`src/ahs_pkg.sv`:
```
package ahs_pkg;

    // Fixed field widths
    localparam int GAIN_W    = 17;   // filter gain, Q1.16 unsigned
    localparam int OFFS_W    = 12;   // fixed hysteresis offset
    localparam int MID_W     = 14;   // midpoint, two's complement
    localparam int HYS_W     = 18;   // adaptive hysteresis, unsigned
    localparam int FRAC_W    = 16;   // fraction bits of the gain
    localparam int CFG_IDX_W = 2;
    localparam int CFG_DATA_W = GAIN_W;

    localparam int ROUND_HALF = 32'h0000_8000;
    localparam int MID_MIN    = -(2 ** (MID_W - 1));
    localparam int MID_MAX    = (2 ** (MID_W - 1)) - 1;

    // adaptive hysteresis: decay by hys/16, update gated by hys/32
    localparam int HYS_DECAY_SHIFT = 4;
    localparam int HYS_GATE_SHIFT  = 5;

    // result beat: level_now, midpoint_out, adaptive_hys_out
    localparam int OUT_FIELDS_W = 1 + MID_W + HYS_W;
    localparam int OUT_TDATA_W  = ((OUT_FIELDS_W + 7) / 8) * 8;

    typedef enum logic [CFG_IDX_W-1:0] {
        REG_FILTER_GAIN = 2'd0,
        REG_HYS_OFFSET  = 2'd1,
        REG_USE_VOLTAGE = 2'd2,
        REG_ACC_ENABLE  = 2'd3
    } cfg_reg_t;

    typedef struct packed {
        logic [GAIN_W-1:0] filter_gain;
        logic [OFFS_W-1:0] hysteresis_offset;
        logic              use_voltage;
        logic              accumulate_enable;
    } cfg_t;

endpackage

```
`src/ahs_cfg_regs.sv`:
```
module ahs_cfg_regs
(
    input  logic                           clk,
    input  logic                           rst_n,
    input  logic                           cfg_we,
    input  logic [ahs_pkg::CFG_IDX_W-1:0]  cfg_index,
    input  logic [ahs_pkg::CFG_DATA_W-1:0] cfg_wdata,
    output ahs_pkg::cfg_t                  cfg
);
    import ahs_pkg::*;

    cfg_t cfg_reg;
    cfg_t cfg_next;

    always_comb
    begin
        cfg_next = cfg_reg;
        if (cfg_we)
        begin
            unique case (cfg_reg_t'(cfg_index))
                REG_FILTER_GAIN: cfg_next.filter_gain       = cfg_wdata[GAIN_W-1:0];
                REG_HYS_OFFSET:  cfg_next.hysteresis_offset = cfg_wdata[OFFS_W-1:0];
                REG_USE_VOLTAGE: cfg_next.use_voltage       = cfg_wdata[0];
                REG_ACC_ENABLE:  cfg_next.accumulate_enable = cfg_wdata[0];
                default:         cfg_next = cfg_reg;
            endcase
        end
    end

    always_ff @(posedge clk or negedge rst_n)
    begin
        if (!rst_n)
        begin
            cfg_reg.filter_gain       <= '0;
            cfg_reg.hysteresis_offset <= '0;
            cfg_reg.use_voltage       <= 1'b1;
            cfg_reg.accumulate_enable <= 1'b0;
        end
        else
        begin
            cfg_reg <= cfg_next;
        end
    end

    assign cfg = cfg_reg;

endmodule

```
`src/ahs_datapath.sv`:
```
module ahs_datapath
#(
    parameter int ADC_BITS = 12
)
(
    input  ahs_pkg::cfg_t                     cfg,
    input  logic [ADC_BITS-1:0]               voltage_sample,
    input  logic [ADC_BITS-1:0]               current_sample,
    input  logic                              level_before,
    input  logic signed [ahs_pkg::MID_W-1:0]  midpoint,
    input  logic [ahs_pkg::HYS_W-1:0]         adaptive_hys,
    output logic                              level_now,
    output logic signed [ahs_pkg::MID_W-1:0]  midpoint_new,
    output logic [ahs_pkg::HYS_W-1:0]         adaptive_hys_new
);
    import ahs_pkg::*;

    // x - mid spans roughly -2^(MID_W-1) .. 2^ADC_BITS + 2^(MID_W-1)
    localparam int SPAN_W = (ADC_BITS > MID_W - 1) ? ADC_BITS : MID_W - 1;
    localparam int DIFF_W = SPAN_W + 2;
    localparam int PROD_W = DIFF_W + GAIN_W + 1;
    localparam int STEP_W = PROD_W - FRAC_W;
    localparam int NM_W   = STEP_W + 1;
    localparam int CMP_W  = DIFF_W + 1;
    localparam int ABS_W  = DIFF_W - 1;
    localparam int HACC_W = HYS_W + 2;

    logic [ADC_BITS-1:0]      raw;
    logic signed [DIFF_W-1:0] x_s;
    logic signed [DIFF_W-1:0] mid_s;
    logic signed [DIFF_W-1:0] diff;
    logic signed [PROD_W-1:0] diff_ext;
    logic signed [PROD_W-1:0] gain_ext;
    logic signed [PROD_W-1:0] prod;
    logic signed [PROD_W-1:0] prod_rnd;
    logic signed [STEP_W-1:0] step;
    logic signed [NM_W-1:0]   nm_wide;
    logic signed [CMP_W-1:0]  mid_cmp;
    logic signed [CMP_W-1:0]  offs_cmp;
    logic signed [CMP_W-1:0]  thr;
    logic signed [CMP_W-1:0]  x_cmp;
    logic signed [DIFF_W-1:0] mid_new_s;
    logic signed [DIFF_W-1:0] dev;
    logic signed [DIFF_W-1:0] dev_neg;
    logic [ABS_W-1:0]         dev_abs;
    logic [HACC_W-1:0]        dev_ext;
    logic [HACC_W-1:0]        hys_ext;
    logic [HACC_W-1:0]        hys_sum;
    logic                     hys_gate;

    // low-pass step: floor((diff * gain + half) / 2^16)
    assign raw      = cfg.use_voltage ? voltage_sample : current_sample;
    assign x_s      = signed'({{(DIFF_W-ADC_BITS){1'b0}}, raw});
    assign mid_s    = {{(DIFF_W-MID_W){midpoint[MID_W-1]}}, midpoint};
    assign diff     = x_s - mid_s;
    assign diff_ext = {{(PROD_W-DIFF_W){diff[DIFF_W-1]}}, diff};
    assign gain_ext = signed'({{(PROD_W-GAIN_W){1'b0}}, cfg.filter_gain});
    assign prod     = diff_ext * gain_ext;
    assign prod_rnd = prod + PROD_W'(ROUND_HALF);
    assign step     = prod_rnd[PROD_W-1:FRAC_W];
    assign nm_wide  = {{(NM_W-MID_W){midpoint[MID_W-1]}}, midpoint}
                    + {step[STEP_W-1], step};

    always_comb
    begin
        if (nm_wide < NM_W'(MID_MIN))
            midpoint_new = MID_W'(MID_MIN);
        else if (nm_wide > NM_W'(MID_MAX))
            midpoint_new = MID_W'(MID_MAX);
        else
            midpoint_new = nm_wide[MID_W-1:0];
    end

    // threshold moves up after a low level, down after a high level
    assign mid_cmp  = {{(CMP_W-MID_W){midpoint_new[MID_W-1]}}, midpoint_new};
    assign offs_cmp = signed'({{(CMP_W-OFFS_W){1'b0}}, cfg.hysteresis_offset});
    assign thr      = level_before ? (mid_cmp - offs_cmp) : (mid_cmp + offs_cmp);
    assign x_cmp    = {x_s[DIFF_W-1], x_s};
    assign level_now = !(x_cmp < thr);

    // adaptive hysteresis
    assign mid_new_s = {{(DIFF_W-MID_W){midpoint_new[MID_W-1]}}, midpoint_new};
    assign dev       = mid_new_s - x_s;
    assign dev_neg   = -dev;
    assign dev_abs   = dev[DIFF_W-1] ? dev_neg[ABS_W-1:0] : dev[ABS_W-1:0];
    assign dev_ext   = HACC_W'(dev_abs);
    assign hys_ext   = HACC_W'(adaptive_hys);
    assign hys_gate  = dev_ext > (hys_ext >> HYS_GATE_SHIFT);
    assign hys_sum   = hys_ext + dev_ext - (hys_ext >> HYS_DECAY_SHIFT);

    always_comb
    begin
        if (!(cfg.accumulate_enable && hys_gate))
            adaptive_hys_new = adaptive_hys;
        else if (hys_sum[HACC_W-1:HYS_W] != '0)
            adaptive_hys_new = '1;
        else
            adaptive_hys_new = hys_sum[HYS_W-1:0];
    end

endmodule

```
`src/adaptive_hysteresis_slicer.sv`:
```
// Adaptive hysteresis slicer. Each input beat carries a voltage and a current
// ADC count plus the previously decided logic level. The block picks one
// sample (use_voltage), moves a tracked midpoint toward it with a low-pass
// step with a Q1.16 gain, mid += floor(((x - mid) * filter_gain + 0x8000) / 2^16),
// saturated to 14 bits, and slices the sample against mid + hysteresis_offset
// (previous level low) or mid - hysteresis_offset (previous level high):
// level_now is 1 when the sample is at or above that threshold. With
// accumulate_enable set, an 18-bit adaptive hysteresis grows by
// |mid - x| - hys/16 whenever |mid - x| > hys/32, saturating at its maximum.
// One result beat per input beat, in order, via the input register and then
// the result register. Throughput is one beat per cycle unless m_tready
// holds a result back: the midpoint and hysteresis update (one 15x17
// multiply, an add and the compares) is combinational between the input
// register and the state/result registers. While a result waits, the input
// register takes one more beat, then drops s_tready until the result drains.
// Configuration writes (cfg_we/cfg_index/cfg_wdata) take effect on the next
// clock and must only be made while the block is idle.
module adaptive_hysteresis_slicer
#(
    parameter int ADC_BITS = 12
)
(
    input  logic                                  clk,
    input  logic                                  rst_n,

    input  logic                                  cfg_we,
    input  logic [ahs_pkg::CFG_IDX_W-1:0]         cfg_index,
    input  logic [ahs_pkg::CFG_DATA_W-1:0]        cfg_wdata,

    input  logic                                  s_tvalid,
    output logic                                  s_tready,
    // voltage_sample, current_sample, level_before; zero padded to bytes
    input  logic [((2*ADC_BITS+8)/8)*8-1:0]       s_tdata,

    output logic                                  m_tvalid,
    input  logic                                  m_tready,
    // level_now, midpoint_out, adaptive_hys_out; zero padded to bytes
    output logic [ahs_pkg::OUT_TDATA_W-1:0]       m_tdata
);
    import ahs_pkg::*;

    localparam int LVL_BIT = 2 * ADC_BITS;

    cfg_t cfg;

    // input stage
    logic                       in_valid_reg;
    logic                       in_valid_next;
    logic [ADC_BITS-1:0]        volt_reg;
    logic [ADC_BITS-1:0]        curr_reg;
    logic                       lvl_before_reg;

    // result stage; midpoint and hysteresis double as the filter state
    logic                       out_valid_reg;
    logic                       out_valid_next;
    logic                       level_reg;
    logic signed [MID_W-1:0]    midpoint_reg;
    logic [HYS_W-1:0]           hys_reg;

    logic                       level_calc;
    logic signed [MID_W-1:0]    midpoint_calc;
    logic [HYS_W-1:0]           hys_calc;

    logic                       in_beat;
    logic                       out_free;
    logic                       load;

    ahs_cfg_regs u_cfg
    (
        .clk       (clk),
        .rst_n     (rst_n),
        .cfg_we    (cfg_we),
        .cfg_index (cfg_index),
        .cfg_wdata (cfg_wdata),
        .cfg       (cfg)
    );

    ahs_datapath #(.ADC_BITS(ADC_BITS)) u_dp
    (
        .cfg              (cfg),
        .voltage_sample   (volt_reg),
        .current_sample   (curr_reg),
        .level_before     (lvl_before_reg),
        .midpoint         (midpoint_reg),
        .adaptive_hys     (hys_reg),
        .level_now        (level_calc),
        .midpoint_new     (midpoint_calc),
        .adaptive_hys_new (hys_calc)
    );

    // Result slot is free when empty or being drained this cycle. The input
    // register only stalls when the result slot is full and held.
    assign out_free = !out_valid_reg || m_tready;
    assign load     = in_valid_reg && out_free;
    assign s_tready = !in_valid_reg || out_free;
    assign in_beat  = s_tvalid && s_tready;

    always_comb
    begin
        in_valid_next = in_valid_reg;
        if (in_beat)
            in_valid_next = 1'b1;
        else if (load)
            in_valid_next = 1'b0;

        out_valid_next = out_valid_reg;
        if (load)
            out_valid_next = 1'b1;
        else if (m_tready)
            out_valid_next = 1'b0;
    end

    always_ff @(posedge clk or negedge rst_n)
    begin
        if (!rst_n)
        begin
            in_valid_reg  <= 1'b0;
            out_valid_reg <= 1'b0;
            midpoint_reg  <= '0;
            hys_reg       <= '0;
        end
        else
        begin
            in_valid_reg  <= in_valid_next;
            out_valid_reg <= out_valid_next;
            if (load)
            begin
                midpoint_reg <= midpoint_calc;
                hys_reg      <= hys_calc;
            end
        end
    end

    // payload, no reset needed
    always_ff @(posedge clk)
    begin
        if (in_beat)
        begin
            volt_reg       <= s_tdata[ADC_BITS-1:0];
            curr_reg       <= s_tdata[2*ADC_BITS-1:ADC_BITS];
            lvl_before_reg <= s_tdata[LVL_BIT];
        end
        if (load)
            level_reg <= level_calc;
    end

    assign m_tvalid = out_valid_reg;
    assign m_tdata  = OUT_TDATA_W'({hys_reg, midpoint_reg, level_reg});

endmodule

```
`config.mk`:
```
export PLATFORM = sky130hd
export DESIGN_NAME = adaptive_hysteresis_slicer
export DESIGN_NICKNAME = d
export VERILOG_FILES = /design/src/ahs_pkg.sv /design/src/ahs_cfg_regs.sv /design/src/ahs_datapath.sv /design/src/adaptive_hysteresis_slicer.sv
export SDC_FILE = /design/constraint.sdc
export NUM_CORES = 1
export LEC_CHECK = 0
export ABC_AREA = 1
export ABC_CLOCK_PERIOD_IN_PS = 17900
export BUFFER_PORTS_ARGS = -buffer_cell sky130_fd_sc_hd__buf_2
export CORE_MARGIN = 1.5
export CORE_UTILIZATION = 55
export CTS_BUF_LIST = sky130_fd_sc_hd__clkbuf_8
export CTS_CLUSTER_DIAMETER = 100
export DETAILED_ROUTE_END_ITERATION = 12
export PLACE_DENSITY = 0.81
export SLEW_MARGIN = 20
export SYNTH_ARGS = -nofsm -noshare
export SYNTH_HDL_FRONTEND = slang
export SYNTH_SLANG_ARGS = --single-unit
```
`constraint.sdc`:
```
create_clock -name clk -period 17.9 [get_ports clk]
set_input_delay 2.685 -clock clk [delete_from_list [all_inputs] [get_ports clk]]
set_output_delay 2.685 -clock clk [all_outputs]
set_load 0.02 [all_outputs]
```
==> flow_metrics.tcl <==
set metrics [dict create \
    top_usage_layer "met2" \
    async_reset_ff_frac 0.714 \
    dr.pass1.iters 5 \
    ys_types 53 \
    fin_skew_ns 0.0263 \
    cpMaxStageDelayCell "dfstp_2" \
    r2r_cells 98 \
    synth_area_leaders "fa_1, ha_1, nand2_1" \
    finalHoldViolations 0 \
    fin_ws_ns 1.28 \
    critPathMaxStageDelay_ns 0.69 \
    ys.flop_type "dfrtp_1" \
    floorplan.initialDensity 0.560 \
    avgSynthCellArea_um2 7.60 \
    period_needed_ns 16.62 \
    drc 0 \
    relSlewSlack 0.341 \
    vias 14900 \
    use_met3 0.0519 \
    grt_usage 0.277 \
    cts.htree.levels 3 \
    min_path_type "register to register" \
    worst-path-buf-inv 18 \
    whs_path_depth 2 \
    dieHeight_um 180 \
    avgRoutedWirePerCell_um 15.9 \
    die_area_um2 32300 \
    gp_congestion 0.943 \
    io_pins 98 \
    synth.largest_area_cell "fa_1" \
    grt_pass1_vias 14900 \
    cp_top_family "adder cells" \
    syn_inst 2259 \
    grt_max_degree 66 \
    die_x_um 180 \
    cts_max_path_buffers 2 \
    fin_util 0.598 \
    cts_tree "built" \
    synth_top_cell_area_share 0.232 \
    grt_remaining_overflow 0 \
    clk_transition_reported_paths_ns 0.10 \
    dp_hpwl_mm 36.3 \
    worst-setup-path-type "register to register" \
    rows 64 \
    cts_sinks 91 \
    maxCapViolations 0 \
    slew_violations 0 \
    ant_nets 0 \
    cp.arrival_ns 16.96 \
    rsz0062_at_grt "no" \
    crit_path_frequent_cell "nand2_1" \
    clock_latency_ns 0.40 \
    finalNonFillerCells 2743 \
    ys_ff_latch 91 \
    cts_hold_buffers 0 \
    grt.met2_usage 0.468 \
    antennaDiodeCount 0 \
    dp.cells 2720 \
    tns_ns 0 \
    synth_edf_count 26 \
    area_delta_synth_final_pct 6.81 \
    fmax_ghz 0.0602 \
    finalCritPeriodShare 0.928 \
    netlist_area_um2 17200 \
    cp.required_ns 18.24 \
    wl_mm 43.5 \
    crit_cells 98 \
    dp_slack_ns 0.989 \
    cts_buffers 9 \
    routed_via_density 5.44 \
    worstSetupStartpointType "register" \
    ys.warnings.count 0 \
    worst_slew_pin_slew_ns 0.986 \
    grt_first_pass_wirelength_mm 72.4 \
    critPathCaptureType "register" \
    drt_iter0_markers 1030 \
    antenna_found_initial 0 \
    drive_gt1_frac 0.0895 \
    coreArea_um2 30700 \
    status "finished clean" \
    final_nets 2822 \
    largest_reg_flops 31 \
    root_buffer "clkbuf_8" \
    portBuffers 83 \
    seq_area_frac_synth 0.140 \
    grtUsageMet1 0.354 \
    setup_violations 0 \
    critPathMaxFanout 14 \
]
## layout make-up
class,instances,area (um^2)
multi-input cells,1663,12800
repair inverters,1,5.00
repair buffers,117,671
inverters,459,1740
flip-flops and latches,91,2410
clock buffers,9,124
well taps,396,495
clock inverters,7,60.1
fillers,2731,12300
## worst paths after layout
| kind | start | to | slack [ns] |
|---|---|---|---|
| max in group asynchronous | rst_n | midpoint_reg[0] | 14.81 |
| hold / removal | u_cfg.cfg[0] | u_cfg.cfg[0] | 0.49 |
| min in group asynchronous | rst_n | hys_reg[17] | 2.47 |
| setup / recovery | u_cfg.cfg[1] | hys_reg[17] | 1.28 |
| setup reg to reg | u_cfg.cfg[1] | hys_reg[17] | 1.28 |
| hold reg to reg | u_cfg.cfg[0] | u_cfg.cfg[0] | 0.49 |
## per-stage QoR
step	hold WS (ns)	area, um^2
after floorplan	0.453	17200
after global placement	0.467	18100
after detailed placement	0.474	18100
after CTS	0.499	18200
after global routing	0.559	18300
final	0.493	18300
## synthesized netlist by cell type, types with 2 or more instances
| cell | n |
|---|---|
| nand2_1 | 533 |
| inv_1 | 442 |
| ha_1 | 225 |
| fa_1 | 199 |
| nor2_1 | 154 |
| a21oi_1 | 137 |
| o21ai_0 | 102 |
| nand3_1 | 69 |
| dfrtp_1 | 64 |
| xor2_1 | 61 |
| xnor2_1 | 39 |
| clkbuf_1 | 38 |
| or2_2 | 28 |
| edfxtp_1 | 26 |
| nand4_1 | 13 |
| nand2_2 | 10 |
| inv_2 | 9 |
| o211ai_1 | 9 |
| buf_4 | 8 |
| clkinv_1 | 8 |
| nor3_1 | 7 |
| a31oi_1 | 6 |
| a21boi_0 | 5 |
| a21o_1 | 5 |
| nand2_4 | 5 |
| o21bai_1 | 5 |
| nor2_2 | 4 |
| a211oi_1 | 3 |
| and3_1 | 3 |
| buf_6 | 3 |
| nand3b_1 | 3 |
| nor4_1 | 3 |
| o21a_1 | 3 |
| o21ai_1 | 3 |
| or2_1 | 3 |
| buf_2 | 2 |
| nand3_4 | 2 |
| nor3b_1 | 2 |
| o21ai_2 | 2 |
| o221ai_1 | 2 |
| o31ai_1 | 2 |
## repair_timing
action | CTS | global route
resized for setup | 0 | 13
setup endpoints to repair | 0 | 18
buffers inserted | 0 | 6
## worst reg2reg max path: cells and delay by family (launching register included)
family	cells	cell delay, ns
AOI/OAI and AO/OA	22	3.50
buffers and inverters	18	2.09
adders and majority gates	13	5.18
and+or+nand+nor	41	4.54
DFF	1	0.69
xor gates and xnor gates	4	0.56
## layer usage
layer,vias up,wire (um)
met5,-,0
met4,0,1810
met3,127,3200
met2,572,20500
met1,7069,18000
li1,7166,-
## cells by family (layout without fill, tap and decap cells)
group	after synthesis	after routing	synth area share
other	1	7	0.000219
AO/OA/AOI/OAI	289	289	0.0914
AND/OR/NAND/NOR	842	842	0.205
flip-flops	91	91	0.140
buffers and inverters	511	593	0.115
XOR/XNOR	101	101	0.0520
adder cells (fa/ha/maj)	424	424	0.396
## placed cells by master, fill, tap and decap left out, types with 3 or more instances in the layout
master      instances
clkbuf_8            9
o21ai_1             5
nand3_1            69
nand4_1            13
inv_2              10
or2_1               3
xnor2_1            38
nor2_1            154
a21boi_0            4
nor4_1              3
a31oi_1             6
buf_4              34
a211oi_1            3
nand2_1           531
nor3_1              7
a21o_1              5
nand3b_1            3
clkinvlp_4          4
o211ai_1            9
nand2_2            11
o21bai_1            5
edfxtp_1           26
conb_1              7
fa_1              199
or2_2              28
o21ai_0           100
inv_1             439
and3_1              3
a21oi_1           136
clkinv_1            6
o21a_1              3
dfrtp_1            64
nand2_4             6
ha_1              225
inv_6               3
nor2_2              4
buf_2              83
xor2_1             61
Power is not shown: default switching activity piles up to over one toggle a cycle in this logic, so the estimate is an artifact.
